[src/sv/bpwm_pkg.sv]
package bpwm_pkg;

  // Default width of the breathing ramp duty register.
  localparam int DutyWidthDefault = 16;

  // Configuration port geometry.
  localparam int CfgIndexWidth = 3;
  localparam int CfgDataWidth  = 16;

  // Register indexes on the configuration port.
  typedef enum logic [CfgIndexWidth-1:0] {
    REG_PERIOD         = 3'd0,
    REG_DUTY_MAX       = 3'd1,
    REG_DUTY_MIN       = 3'd2,
    REG_RESPONSE       = 3'd3,
    REG_BREATHE_ENABLE = 3'd4,
    REG_FIXED_DUTY     = 3'd5
  } reg_index_t;

  // Reset values of the configuration registers.
  localparam logic [15:0] PeriodReset        = 16'd100;
  localparam logic [15:0] DutyMaxReset       = 16'd100;
  localparam logic [15:0] DutyMinReset       = 16'd0;
  localparam logic [7:0]  ResponseReset      = 8'd1;
  localparam logic        BreatheEnableReset = 1'b1;
  localparam logic [15:0] FixedDutyReset     = 16'd0;

  // Configuration registers as seen by the datapath.
  typedef struct packed {
    logic [15:0] period;
    logic [15:0] duty_max;
    logic [15:0] duty_min;
    logic [7:0]  response;
    logic        breathe_enable;
    logic [15:0] fixed_duty;
  } cfg_t;

  // Input beat.
  typedef struct packed {
    logic ramp_tick;
    logic pwm_tick;
  } in_t;

  // Result beat.
  typedef struct packed {
    logic        pwm_level;
    logic [15:0] duty_now;
  } out_t;

endpackage

[src/sv/breathing_pwm_generator_core.sv]
// Channel | Direction | Handshake             | Beat contents
// in      | input     | in_valid / in_ready   | in_data: ramp_tick, pwm_tick
// out     | output    | out_valid / out_ready | out_data: pwm_level, duty_now
// cfg     | input     | cfg_write             | cfg_index, cfg_data
//
// A beat is held in the input register while the ramp and counter logic work on
// it, and moves into the result register when that register is free or being
// drained; one beat per cycle is sustained while the output is not stalled,
// because the ramp and counter state update in the same cycle as the beat moves.
// Reset is synchronous and clears all control and ramp state.
// A stalled output holds the result; the input register takes a beat when it is
// empty, or when its held beat moves into a result register that is free or
// being drained in that cycle.
module breathing_pwm_generator_core #(
  parameter int DUTY_WIDTH = bpwm_pkg::DutyWidthDefault
) (
  input  logic                               clk,
  input  logic                               rst,
  input  logic                               in_valid,
  output logic                               in_ready,
  input  bpwm_pkg::in_t                      in_data,
  output logic                               out_valid,
  input  logic                               out_ready,
  output bpwm_pkg::out_t                     out_data,
  input  logic                               cfg_write,
  input  logic [bpwm_pkg::CfgIndexWidth-1:0] cfg_index,
  input  logic [bpwm_pkg::CfgDataWidth-1:0]  cfg_data
);

  localparam int ExtWidth = DUTY_WIDTH + 16;

  bpwm_pkg::cfg_t        cfg;
  bpwm_pkg::in_t         stage;
  logic                  stage_valid;
  logic                  advance;
  logic                  ramp_step;
  logic [DUTY_WIDTH-1:0] ramp_duty_after;
  logic [DUTY_WIDTH-1:0] eff_duty;
  logic [ExtWidth-1:0]   fixed_ext;
  logic [ExtWidth-1:0]   eff_ext;
  logic                  level_after;

  bpwm_cfg_regs u_cfg (
    .clk       (clk),
    .rst       (rst),
    .cfg_write (cfg_write),
    .cfg_index (cfg_index),
    .cfg_data  (cfg_data),
    .cfg       (cfg)
  );

  // The held beat is processed when the result register can take it.
  assign advance  = stage_valid && (!out_valid || out_ready);
  assign in_ready = !stage_valid || advance;

  // Input register.
  always_ff @(posedge clk) begin
    if (rst) begin
      stage_valid <= 1'b0;
    end else if (in_ready) begin
      stage_valid <= in_valid;
    end
  end

  always_ff @(posedge clk) begin
    if (in_ready && in_valid) begin
      stage <= in_data;
    end
  end

  assign ramp_step = advance && cfg.breathe_enable && stage.ramp_tick;

  bpwm_ramp #(
    .DUTY_WIDTH (DUTY_WIDTH)
  ) u_ramp (
    .clk        (clk),
    .rst        (rst),
    .cfg        (cfg),
    .step       (ramp_step),
    .duty_after (ramp_duty_after)
  );

  // Effective duty: ramp output, or the fixed duty cut to the ramp width.
  always_comb begin
    fixed_ext = {{DUTY_WIDTH{1'b0}}, cfg.fixed_duty};
    eff_duty  = cfg.breathe_enable ? ramp_duty_after : fixed_ext[DUTY_WIDTH-1:0];
    eff_ext   = {16'd0, eff_duty};
  end

  bpwm_pwm #(
    .DUTY_WIDTH (DUTY_WIDTH)
  ) u_pwm (
    .clk         (clk),
    .rst         (rst),
    .period      (cfg.period),
    .tick        (advance && stage.pwm_tick),
    .duty        (eff_duty),
    .level_after (level_after)
  );

  // Result register.
  always_ff @(posedge clk) begin
    if (rst) begin
      out_valid <= 1'b0;
    end else if (advance) begin
      out_valid <= 1'b1;
    end else if (out_ready) begin
      out_valid <= 1'b0;
    end
  end

  always_ff @(posedge clk) begin
    if (advance) begin
      out_data.pwm_level <= level_after;
      out_data.duty_now  <= eff_ext[15:0];
    end
  end

  // A processed beat always shows up as a result in the next cycle.
  a_advance_gives_result: assert property (@(posedge clk) disable iff (rst)
    advance |=> out_valid)
    else $error("processed beat produced no result");

  // A held beat that cannot move on stays held.
  a_stage_kept: assert property (@(posedge clk) disable iff (rst)
    (stage_valid && !advance) |=> stage_valid)
    else $error("held input beat was lost");

  // A PWM tick with zero duty drives the output low.
  a_zero_duty_low: assert property (@(posedge clk) disable iff (rst)
    (advance && stage.pwm_tick && (eff_duty == '0)) |=> !out_data.pwm_level)
    else $error("output high with zero duty");

  // The result register is empty in the cycle after reset.
  a_reset_empty: assert property (@(posedge clk)
    rst |=> !out_valid)
    else $error("result present after reset");

endmodule

[src/sv/bpwm_cfg_regs.sv]
module bpwm_cfg_regs (
  input  logic                                 clk,
  input  logic                                 rst,
  input  logic                                 cfg_write,
  input  logic [bpwm_pkg::CfgIndexWidth-1:0]   cfg_index,
  input  logic [bpwm_pkg::CfgDataWidth-1:0]    cfg_data,
  output bpwm_pkg::cfg_t                       cfg
);

  // Register file; writes to unused indexes are dropped.
  always_ff @(posedge clk) begin
    if (rst) begin
      cfg.period         <= bpwm_pkg::PeriodReset;
      cfg.duty_max       <= bpwm_pkg::DutyMaxReset;
      cfg.duty_min       <= bpwm_pkg::DutyMinReset;
      cfg.response       <= bpwm_pkg::ResponseReset;
      cfg.breathe_enable <= bpwm_pkg::BreatheEnableReset;
      cfg.fixed_duty     <= bpwm_pkg::FixedDutyReset;
    end else if (cfg_write) begin
      case (bpwm_pkg::reg_index_t'(cfg_index))
        bpwm_pkg::REG_PERIOD:         cfg.period         <= cfg_data;
        bpwm_pkg::REG_DUTY_MAX:       cfg.duty_max       <= cfg_data;
        bpwm_pkg::REG_DUTY_MIN:       cfg.duty_min       <= cfg_data;
        bpwm_pkg::REG_RESPONSE:       cfg.response       <= cfg_data[7:0];
        bpwm_pkg::REG_BREATHE_ENABLE: cfg.breathe_enable <= cfg_data[0];
        bpwm_pkg::REG_FIXED_DUTY:     cfg.fixed_duty     <= cfg_data;
        default: ;
      endcase
    end
  end

endmodule

[src/sv/bpwm_ramp.sv]
module bpwm_ramp #(
  parameter int DUTY_WIDTH = bpwm_pkg::DutyWidthDefault
) (
  input  logic                  clk,
  input  logic                  rst,
  input  bpwm_pkg::cfg_t        cfg,
  input  logic                  step,
  output logic [DUTY_WIDTH-1:0] duty_after
);

  localparam int CmpWidth = DUTY_WIDTH + 16;

  logic [DUTY_WIDTH-1:0] ramp_duty;
  logic [DUTY_WIDTH-1:0] ramp_duty_next;
  logic [7:0]            ramp_prescale;
  logic [7:0]            ramp_prescale_next;
  logic                  falling;
  logic                  falling_next;

  logic [7:0]            prescale_inc;
  logic [DUTY_WIDTH-1:0] duty_inc;
  logic [DUTY_WIDTH-1:0] duty_dec;
  logic [CmpWidth-1:0]   inc_ext;
  logic [CmpWidth-1:0]   dec_ext;
  logic [CmpWidth-1:0]   cur_ext;
  logic [CmpWidth-1:0]   max_ext;
  logic [CmpWidth-1:0]   min_ext;

  // Operands widened so that any duty width compares against 16-bit limits.
  always_comb begin
    prescale_inc = ramp_prescale + 8'd1;
    duty_inc     = ramp_duty + {{(DUTY_WIDTH-1){1'b0}}, 1'b1};
    duty_dec     = ramp_duty - {{(DUTY_WIDTH-1){1'b0}}, 1'b1};
    inc_ext      = {16'd0, duty_inc};
    dec_ext      = {16'd0, duty_dec};
    cur_ext      = {16'd0, ramp_duty};
    max_ext      = {{DUTY_WIDTH{1'b0}}, cfg.duty_max};
    min_ext      = {{DUTY_WIDTH{1'b0}}, cfg.duty_min};
  end

  // Prescaler and triangular duty step.
  always_comb begin
    ramp_prescale_next = ramp_prescale;
    ramp_duty_next     = ramp_duty;
    falling_next       = falling;
    if (step) begin
      if (prescale_inc < cfg.response) begin
        ramp_prescale_next = prescale_inc;
      end else begin
        ramp_prescale_next = 8'd0;
        if (!falling) begin
          ramp_duty_next = duty_inc;
          if (inc_ext >= max_ext) begin
            falling_next = 1'b1;
          end
        end else if (cur_ext > min_ext) begin
          ramp_duty_next = duty_dec;
          if (dec_ext == min_ext) begin
            falling_next   = 1'b0;
            ramp_duty_next = '0;
          end
        end else begin
          falling_next   = 1'b0;
          ramp_duty_next = '0;
        end
      end
    end
  end

  assign duty_after = ramp_duty_next;

  // Ramp state.
  always_ff @(posedge clk) begin
    if (rst) begin
      ramp_duty     <= '0;
      ramp_prescale <= 8'd0;
      falling       <= 1'b0;
    end else begin
      ramp_duty     <= ramp_duty_next;
      ramp_prescale <= ramp_prescale_next;
      falling       <= falling_next;
    end
  end

endmodule

[src/sv/bpwm_pwm.sv]
module bpwm_pwm #(
  parameter int DUTY_WIDTH = bpwm_pkg::DutyWidthDefault
) (
  input  logic                  clk,
  input  logic                  rst,
  input  logic [15:0]           period,
  input  logic                  tick,
  input  logic [DUTY_WIDTH-1:0] duty,
  output logic                  level_after
);

  localparam int CmpWidth = DUTY_WIDTH + 16;

  logic [15:0]         pwm_count;
  logic [15:0]         pwm_count_next;
  logic                level_reg;
  logic                level_reg_next;
  logic [15:0]         count_step;
  logic [CmpWidth-1:0] count_ext;
  logic [CmpWidth-1:0] duty_ext;

  // Counter runs 1..period; a zero duty parks it at zero with the output low.
  always_comb begin
    count_step     = (pwm_count >= period) ? 16'd1 : pwm_count + 16'd1;
    count_ext      = {{DUTY_WIDTH{1'b0}}, count_step};
    duty_ext       = {16'd0, duty};
    pwm_count_next = pwm_count;
    level_reg_next = level_reg;
    if (tick) begin
      if (duty == '0) begin
        pwm_count_next = 16'd0;
        level_reg_next = 1'b0;
      end else begin
        pwm_count_next = count_step;
        level_reg_next = (count_ext <= duty_ext);
      end
    end
  end

  assign level_after = level_reg_next;

  // Counter and output level state.
  always_ff @(posedge clk) begin
    if (rst) begin
      pwm_count <= 16'd0;
      level_reg <= 1'b0;
    end else begin
      pwm_count <= pwm_count_next;
      level_reg <= level_reg_next;
    end
  end

endmodule
[config.mk]
export PLATFORM = sky130hd
export DESIGN_NAME = breathing_pwm_generator_core
export DESIGN_NICKNAME = d
export VERILOG_FILES = /design/src/sv/bpwm_pkg.sv /design/src/sv/breathing_pwm_generator_core.sv /design/src/sv/bpwm_cfg_regs.sv /design/src/sv/bpwm_ramp.sv /design/src/sv/bpwm_pwm.sv
export SDC_FILE = /design/constraint.sdc
export NUM_CORES = 1
export LEC_CHECK = 0
export BUFFER_PORTS_ARGS = -buffer_cell sky130_fd_sc_hd__buf_2
export CAP_MARGIN = 20
export CORE_MARGIN = 2
export CORE_UTILIZATION = 50
export CTS_CLUSTER_SIZE = 20
export DETAILED_ROUTE_END_ITERATION = 10
export PLACE_DENSITY = 0.7
export SYNTH_ARGS = -nofsm -noshare
export SYNTH_HDL_FRONTEND = slang
export SYNTH_SLANG_ARGS = --single-unit
[constraint.sdc]
create_clock -name clk -period 4.9 [get_ports clk]
set_input_delay 0.98 -clock clk [delete_from_list [all_inputs] [get_ports clk]]
set_output_delay 0.98 -clock clk [all_outputs]
set_load 0.05 [all_outputs]
==> results.md, run 1 <==
- Ys Warns: 0
- Seq/Total Area, Yosys: 32.4%
- Die width: 138 microns
- H-tree depth: 4
- EDFF count, synth: 19
- Largest Register: u_cfg.cfg
- Synth Instances: 1,169
- Path type of the worst setup path: reg -> reg
- GP Congestion: 0.999
- WL per Instance: 18.7 microns
- Startpoint types: register
- CTS tree: done
- Leakage power: 0.00463 uW
- Register cell area after layout: 2920 sq um
- Clock buffer count from CTS: 17
- Final min period: 4.75 ns
- Routed WL: 27,900 microns
- Fraction of registers with async set/reset: 0%
- Port Buffers: 44
- Layout cells sized above 1: 16.5%
- Most common cell after layout, fill and taps aside: nand2_1
- Worst slew pin tran: 1.04 ns
- Worst EP required: 5.27 ns
- Root Driver: clkbuf_16
- Mapped Nets: 1,270
- Cell total after placement: 1,443
- Layout Nets: 1,350
- Largest registers: u_cfg.cfg (73), out_data (17)
- GR Util All Layers: 28.6%
- Worst-case reg-to-reg path depth: 22
- Total grt overflow: 0
- Final Util: 60.0%
- Initial DRC count: 964
- Cts hold-fix bufs: 0
- CORE AREA: 17,800 sq um
- Area grow syn2layout: 18.6%
- Initial antenna violation count: 0
- CP Max Fanout: 10
- Area of the multi-input gates: 5680 sq um
- Sink Count: 136
- Hold Fails Final Rpt: 0
- Relative slew slack: 30.5%
- PwrDens: 300 nW/um^2
- Worst Setup End Kind: register
- Syn Std Cell Area: 8990 sq um
- Pins Over Slew Limit: 0
- First-pass GRT wire length: 43,700 microns
- Max reg flops: 73
- Die Area: 19,100 sq um
- Rows: 49
- Vias in the first global route: 8,155
- Fill count: 1,630
- DR vias/cell: 5.94
- Clk_skew: 0.0172 ns
- Ports: 45
- Clock Pin Slew Worst Setup and Hold Paths: 0.06 ns
- Number of setup violations in the final report: 0
- Vias: 8,855
- FF+latch count, synth: 136
- DRC Markers: 0
- DP Wirelength: 20,400 microns
- Library cells used by synthesis: 77
- Antenna Nets Post-Route: 0
- Initial Util: 50.6%
- Die extent in y: 138 microns
- Max cap viols: 0
- Hold crit path type: reg -> reg
- Number of diodes: 0
- WP data arrival: 5.12 ns
- Worst Hold Depth: 2
- Status: complete, no violations
- Largest net degree at the start of global routing: 95
- Achievable frequency: 210 MHz
- Synth Area per Inst: 7.69 sq um
- Peak supply drop: 0.265 mV
- Most frequent cells in the layout: nand2_1, dfxtp_1, a21oi_1, nor2_1, inv_1
- Final Non-Filler Cells: 1,491
- Final worst-path cycle share: 97.0%
- Top_reg_cell synth: dfxtp_1
- TritonRoute pass-1 iters: 7
- Clock buffer depth: 2
- Worst skew pair latency: 0.44 ns
==> final cells by class <==
class                           count  area share (%)
Tap cell                          229            2.69
Inverter                           88            3.10
Multi-Input combinational cell    881            53.2
Clock buffer                       20            4.48
Sequential cell                   136            27.4
Clock inverter                     12            1.29
Timing Repair Buffer              125            7.85
==> worst max-delay path, stage by stage, from the launching register on <==
cell	delay [ns]
dfxtp_1	0.34
buf_4	0.19
nor3_2	0.06
buf_4	0.16
and3_1	0.26
o311ai_2	0.32
o221ai_1	0.22
or4_4	0.47
a2111oi_4	0.37
or2_4	0.20
buf_4	0.13
o21ai_0	0.10
a221oi_2	0.32
a21o_1	0.20
ha_1	0.26
a21o_1	0.19
a21o_1	0.18
a21oi_1	0.18
o221ai_2	0.12
o41ai_2	0.06
nand2_1	0.10
o21ai_2	0.13
and2_1	0.13
==> synthesized netlist by cell type, types with 6 or more instances <==
library cell | count | area (sq um)
nor2b_1 | 23 | 144
a21o_1 | 28 | 210
o21a_1 | 6 | 45.0
nand4_1 | 12 | 75.1
nor2_1 | 90 | 338
and2_1 | 7 | 43.8
edfxtp_1 | 19 | 571
o21ai_1 | 12 | 60.1
xnor2_1 | 29 | 254
or3_1 | 8 | 50.1
o22ai_1 | 8 | 50.1
nand3_1 | 28 | 140
o211ai_1 | 9 | 67.6
a21oi_1 | 113 | 566
dfxtp_1 | 117 | 2340
ha_1 | 75 | 938
a22oi_1 | 7 | 52.6
xor2_1 | 18 | 158
nand2_1 | 196 | 736
nand3b_1 | 7 | 52.6
and3_1 | 17 | 106
a211oi_1 | 8 | 60.1
clkbuf_1 | 51 | 191
inv_1 | 88 | 330
o21ai_0 | 46 | 230
nand2b_1 | 11 | 68.8
a22o_1 | 14 | 123
nor3_1 | 25 | 125
buf_2 | 6 | 30.0
a31oi_1 | 7 | 43.8
o31ai_1 | 8 | 60.1
==> path summary, 6_finish.rpt <==
kind	from	to	slack, ns
worst max register to register	u_ramp.ramp_duty[1]$_SDFF_PP0_	u_pwm.level_reg$_SDFF_PP0_	0.15
worst max-delay path	u_ramp.ramp_duty[1]$_SDFF_PP0_	u_pwm.level_reg$_SDFF_PP0_	0.15
worst min-delay path	u_cfg.cfg[50]$_SDFFE_PP0P_	u_cfg.cfg[50]$_SDFFE_PP0P_	0.45
worst min register to register	u_cfg.cfg[50]$_SDFFE_PP0P_	u_cfg.cfg[50]$_SDFFE_PP0P_	0.45
==> repair_timing <==
item | in CTS | in global routing
pin swaps | 0 | 14
buffers inserted | 0 | 14
gates resized for setup | 1 | 43
endpoints found under the setup margin | 1 | 15
==> metrics by stage <==
stage / cell area (sq um) / power (uW) / worst slack [ns] / hold slack (ns) / TNS, ns
2_1_floorplan: 8990 / 1610 / 0.0120 / 0.435 / 0
3_3_place_gp: 9720 / 1810 / 0.212 / 0.442 / 0
3_5_place_dp: 9720 / 1810 / -0.00471 / 0.447 / -0.00471
4_1_cts: 10300 / 3140 / 0.0344 / 0.456 / 0
5_1_grt: 10700 / 3320 / -0.0930 / 0.474 / -0.136
6_report: 10700 / 3200 / 0.147 / 0.454 / 0
==> where the power goes <==
group	switching [uW]	leakage, uW	internal (uW)	total [uW]
Combinational	411	0.00319	267	678
Sequential	20.5	0.00113	1170	1190
Clock	525	0.000307	813	1340
==> cell families after synthesis <==
group           Yosys count  synth area share [%]
compound gates          309                  22.2
flops                   136                  32.4
xor+xnor                 47                  4.58
simple gates            447                  23.3
buf+inv                 152                  6.76
fa+ha+maj                75                  10.4
mux                       3                 0.348
==> metal layers <==
metal / routed length (microns) / global-route usage (%)
met3: 2570 / 5.26
met2: 12000 / 42.5
met1: 12200 / 40.5
met4: 1080 / 13.1
met5: 0 / 0
(Power assumes the default switching activity.)
==> run 2, diff against run 1 <==
Settings changed: BUFFER_PORTS_ARGS -buffer_cell sky130_fd_sc_hd__buf_2 to -buffer_cell sky130_fd_sc_hd__clkbuf_2, CORE_ASPECT_RATIO set to 0.5.
==> run 2 against run 1 <==
Sequential share of layout area increased by 0.15 points. Final cell count decreased by 0.13%. Non-clock buffer count decreased by 7. Final area decreased by 0.30%. Combinational power about the same. Highest routed layer unchanged. Count of clock-buffer cells in the layout decreased by 2. Maximum frequency decreased by 1.6%.
==> results.md, run 2 (synthesized netlist as in run 1, its figures left out) <==
- PwrDens: 304 nW/um^2
- CTS tree: done
- Clock Pin Slew Worst Setup and Hold Paths: 0.07 ns
- Area grow syn2layout: 18.2%
- Register cell area after layout: 2920 sq um
- Largest registers: u_cfg.cfg (73), out_data (17)
- Hold Path End: u_cfg.cfg[49]$_SDFFE_PP0P_
- Leakage power: 0.00459 uW
- Die extent in y: 98.8 microns
- CORE AREA: 17,500 sq um
- Max cap viols: 0
- Clk_skew: 0.0117 ns
- Power Total: 3240 uW
- Initial DRC count: 1,020
- First-pass GRT wire length: 45,500 microns
- Startpoint types: register
- Layout Nets: 1,343
- Worst-case reg-to-reg path depth: 20
- Achievable frequency: 207 MHz
- Max reg flops: 73
- Final Non-Filler Cells: 1,489
- Largest net degree at the start of global routing: 67
- Cell total after placement: 1,444
- Root Driver: clkbuf_16
- Die Area: 19,100 sq um
- Pins Over Slew Limit: 0
- RSZ-0062 raised after global routing: yes
- Fill count: 1,516
- Vias: 8,948
- Worst skew pair latency: 0.44 ns
- Initial antenna violation count: 0
- Total grt overflow: 0
- Cts hold-fix bufs: 0
- Number of diodes: 0
- Peak supply drop: 0.302 mV
- Clock buffer count from CTS: 17
- Worst Setup End Kind: register
- Die width: 194 microns
- Sink Count: 136
- Worst Hold Depth: 2
- Most frequent cells in the layout: nand2_1, dfxtp_1, a21oi_1, nor2_1, inv_1
- GR Util All Layers: 30.3%
- Worst slew pin tran: 1.06 ns
- Ports: 45
- Area of the multi-input gates: 5670 sq um
- Final worst-path cycle share: 98.6%
- DP Wirelength: 21,200 microns
- Path type of the worst setup path: reg -> reg
- TritonRoute pass-1 iters: 8
- DR vias/cell: 6.01
- H-tree depth: 4
- FF-to-FF End: u_pwm.level_reg$_SDFF_PP0_
- Clock buffer depth: 2
- Number of setup violations in the final report: 0
- Status: complete, no violations
- Initial Util: 51.4%
- Vias in the first global route: 8,192
- Antenna Nets Post-Route: 0
- GP Congestion: 0.952
- Port Buffers: 44
- Largest Register: u_cfg.cfg
- WL per Instance: 19.5 microns
- Hold crit path type: reg -> reg
- Most common cell after layout, fill and taps aside: nand2_1
- CP Max Fanout: 20
- Worst EP required: 5.28 ns
- Hold Fails Final Rpt: 0
- WP data arrival: 5.21 ns
- Final min period: 4.83 ns
- Hold_ws: 0.456 ns
- Rows: 34
- Layout cells sized above 1: 16.3%
- DRC Markers: 0
- Routed WL: 29,100 microns
- Hold path start: u_cfg.cfg[49]$_SDFFE_PP0P_
- Relative slew slack: 29.2%
- R2r startpoint: u_ramp.ramp_prescale[2]$_SDFFE_PP0P_
- R2R Setup Slk: 0.07 ns
run 2: cell types whose count changed in the layout (fill, tap and decap cells not counted), moves of 3 or more:
cell      change
buf_4         -8
clkinv_4      -4
inv_8         +6
clkbuf_2     +43
nor3_2        -3
buf_2        -44
run 2: cell type report:
type / count / share of cell area (%)
timing repair buffer: 118 / 7.51
sequential: 136 / 27.5
clock inverter: 14 / 1.53
tap: 234 / 2.75
inverter: 88 / 3.11
multi-input combinational: 881 / 53.4
clock buffer: 18 / 4.24
run 2: per-stage QoR:
step | area [sq um] | setup WS (ns) | util, % | TNS, ns
global placement | 9700 | 0.152 | 55.5 | 0
CTS | 10300 | 0.00582 | 59.1 | 0
floorplan | 8990 | 0.0120 | - | 0
detailed placement | 9700 | -0.00760 | 55.5 | -0.00760
global route | 10600 | -0.0844 | 60.8 | -0.127
finish | 10600 | 0.0704 | 60.8 | 0
run 2: per-layer routing:
layer / routed length (microns) / up-vias / global-route usage (%)
li1: - / 4222 / -
met1: 13500 / 4231 / 45.0
met2: 12100 / 454 / 45.0
met3: 3010 / 41 / 5.72
met4: 463 / 0 / 7.63
met5: 0 / - / 0
run 2: critical path: stages (launching register included):
cell and delay, ns:
dfxtp_4 0.37, and3_4 0.21, and3_4 0.21, nand3_1 0.12, xnor2_2 0.16, ha_1 0.35
nand3_2 0.12, a2111o_1 0.51, o21a_2 0.20, buf_4 0.23, nor2_1 0.31, a221oi_1 0.14
buf_4 0.17, a21o_1 0.18, ha_1 0.27, nand4_1 0.17, or2_4 0.31, o41ai_2 0.34
nand2_1 0.10, o21ai_2 0.13, and2_1 0.14
run 2: worst max-delay path by stage:
stage	to	cells after the start	slack, ns	startpoint
4_1_cts	u_pwm.level_reg$_SDFF_PP0_	19	0.006	u_ramp.ramp_duty[0]$_SDFF_PP0_
5_1_grt	u_pwm.level_reg$_SDFF_PP0_	20	-0.08	u_ramp.ramp_prescale[2]$_SDFFE_PP0P_
6_report	u_pwm.level_reg$_SDFF_PP0_	20	0.07	u_ramp.ramp_prescale[2]$_SDFFE_PP0P_
2_1_floorplan	u_pwm.level_reg$_SDFF_PP0_	26	0.01	u_ramp.ramp_duty[0]$_SDFF_PP0_
3_5_place_dp	u_pwm.level_reg$_SDFF_PP0_	19	-0.008	u_ramp.ramp_duty[0]$_SDFF_PP0_
3_3_place_gp	u_pwm.level_reg$_SDFF_PP0_	20	0.15	u_ramp.ramp_duty[0]$_SDFF_PP0_
run 2: what timing repair did:
action | 4_1_cts | 5_1_grt
gates resized for setup | 3 | 46
pin swaps | 0 | 15
setup endpoints to repair | 2 | 15
cloned | 0 | 0
buffers inserted | 0 | 11
run 2: where the power goes:
part | switching, uW | internal, uW | total, uW
logic | 418 | 261 | 680
clock network | 611 | 761 | 1370
registers | 21.3 | 1160 | 1190
total | 1050 | 2190 | 3240
==> run 3, diff against run 2 <==
Settings changed: CORE_UTILIZATION 50 to 33, PLACE_DENSITY 0.7 to unset.
==> run 3 against run 2 <==
The run now ends with design-rule violations left. Routed wire length grew 4.5%. Worst hold slack is essentially flat. Clock skew shrank 0.0016 ns.
==> results.md, run 3 (synthesized netlist as in run 1, its figures left out) <==
- Rows: 42
- Hold Fails Final Rpt: 0
- Max reg flops: 73
- Root Driver: clkbuf_16
- Clock Pin Slew Worst Setup and Hold Paths: 0.06 ns
- Area grow syn2layout: 20.2%
- DRC Markers: 1
- Hold_ws: 0.455 ns
- First-pass GRT wire length: 46,500 microns
- Peak supply drop: 0.249 mV
- Initial antenna violation count: 0
- Hold Path End: u_cfg.cfg[20]$_SDFFE_PP0P_
- Number of setup violations in the final report: 0
- GP Congestion: 0.987
- Final worst-path cycle share: 96.5%
- Leakage power: 0.00462 uW
- Ports: 45
- R2R Setup Slk: 0.17 ns
- GR Util All Layers: 21.2%
- WP data arrival: 5.11 ns
- Worst slew pin tran: 0.840 ns
- Die extent in y: 121 microns
- Max cap viols: 0
- Startpoint types: register
- Antenna Nets Post-Route: 0
- WL per Instance: 18.8 microns
- Worst-case reg-to-reg path depth: 23
- Port Buffers: 44
- H-tree depth: 4
- DP Wirelength: 22,700 microns
- Pins Over Slew Limit: 0
- Path type of the worst setup path: reg -> reg
- Worst Hold Depth: 2
- Final Util: 40.7%
- Final min period: 4.73 ns
- Vias in the first global route: 8,223
- DR vias/cell: 5.48
- PwrDens: 292 nW/um^2
- Violated checks: design-rule violations
- R2r startpoint: u_ramp.ramp_duty[1]$_SDFF_PP0_
- Layout Nets: 1,349
- TritonRoute pass-1 iters: 10
- Clock buffer depth: 2
- Setup_tns: 0 ns
- Clk_skew: 0.0101 ns
- Vias: 8,835
- FF-to-FF End: u_pwm.level_reg$_SDFF_PP0_
- Initial DRC count: 960
- Sink Count: 136
- Routed WL: 30,400 microns
- CTS tree: done
- Worst Setup End Kind: register
- Number of diodes: 0
- CP Max Fanout: 7
- Die width: 237 microns
- Hold crit path type: reg -> reg
- CORE AREA: 26,600 sq um
- Worst skew pair latency: 0.44 ns
- Achievable frequency: 211 MHz
- Total grt overflow: 0
- Most common cell after layout, fill and taps aside: nand2_1
- Relative slew slack: 44.0%
- Most frequent cells in the layout: nand2_1, dfxtp_1, a21oi_1, nor2_1, inv_1
- Hold path start: u_cfg.cfg[20]$_SDFFE_PP0P_
- Status: complete, but fails checks
- Largest net degree at the start of global routing: 63
- Layout cells sized above 1: 16.6%
- Largest Register: u_cfg.cfg
- Worst EP required: 5.29 ns
- Clock buffer count from CTS: 17
- Die Area: 28,700 sq um
- Initial Util: 33.8%
- Largest registers: u_cfg.cfg (73), out_data (17)
==> run 3: worst max-delay path by stage <==
stage,start,to
6_report,u_ramp.ramp_duty[1]$_SDFF_PP0_,u_pwm.level_reg$_SDFF_PP0_
5_1_grt,u_ramp.ramp_duty[1]$_SDFF_PP0_,u_pwm.level_reg$_SDFF_PP0_
4_1_cts,u_ramp.ramp_duty[1]$_SDFF_PP0_,u_pwm.level_reg$_SDFF_PP0_
3_5_place_dp,u_ramp.ramp_duty[0]$_SDFF_PP0_,u_pwm.level_reg$_SDFF_PP0_
3_3_place_gp,u_ramp.ramp_duty[0]$_SDFF_PP0_,u_pwm.level_reg$_SDFF_PP0_
2_1_floorplan,u_ramp.ramp_duty[0]$_SDFF_PP0_,u_pwm.level_reg$_SDFF_PP0_
==> run 3: where the power goes <==
part	switching [uW]	total, uW	internal [uW]
registers	22.0	1190	1170
clock network	527	1260	737
logic	430	705	275
==> run 3: critical path, cell delays in order (launching register included) <==
cell and delay [ns]:
dfxtp_2 0.33, inv_2 0.08, ha_4 0.16, or3b_4 0.41, a2111oi_4 0.35, nand4_1 0.16, or4_4 0.52, a2111oi_4 0.42
or2_4 0.24, o21ai_1 0.08, or3b_4 0.25, ha_1 0.25, nand3_2 0.09, o22ai_1 0.07, o21a_1 0.17, o21a_1 0.16
o21ai_1 0.11, nand2b_1 0.07, a21oi_1 0.12, o221ai_1 0.15, o41ai_2 0.08, nand2_1 0.10, o21ai_2 0.15, and2_1 0.13
==> run 3: what timing repair did <==
action / CTS / global route
resized for setup: 2 / 49
setup endpoints to repair: 1 / 2
hold buffers: 0 / 0
buffers inserted: 0 / 11
pin swaps: 0 / 22
gates cloned: 0 / 1
==> run 3: cell type report <==
class                   count  area (sq um)
repair buffers            124           893
well taps                 352           440
clock buffers              21           470
clock inverters            11          97.6
multi-input cells         881          5660
flip-flops and latches    136          2920
inverters                  88           330
fillers                  2688         15800
==> run 3: layer usage <==
| layer | wire length (microns) | up-vias | global-route usage, % |
|---|---|---|---|
| li1 | - | 4245 | - |
| met2 | 13300 | 394 | 33.1 |
| met4 | 885 | 0 | 8.37 |
| met3 | 2430 | 67 | 5.07 |
| met5 | 0 | - | 0 |
| met1 | 13800 | 4129 | 28.2 |
==> run 3: metrics by stage <==
step / setup WS, ns / area, sq um / std cells / power [uW]
CTS: 0.0300 / 10500 / 1599 / 3100
floorplan: 0.0120 / 8990 / 1169 / 1610
detailed placement: 0.0189 / 9900 / 1567 / 1840
finish: 0.171 / 10800 / 1613 / 3160
global placement: 0.0819 / 9880 / 1565 / 1840
global route: -0.0431 / 10800 / 1613 / 3280
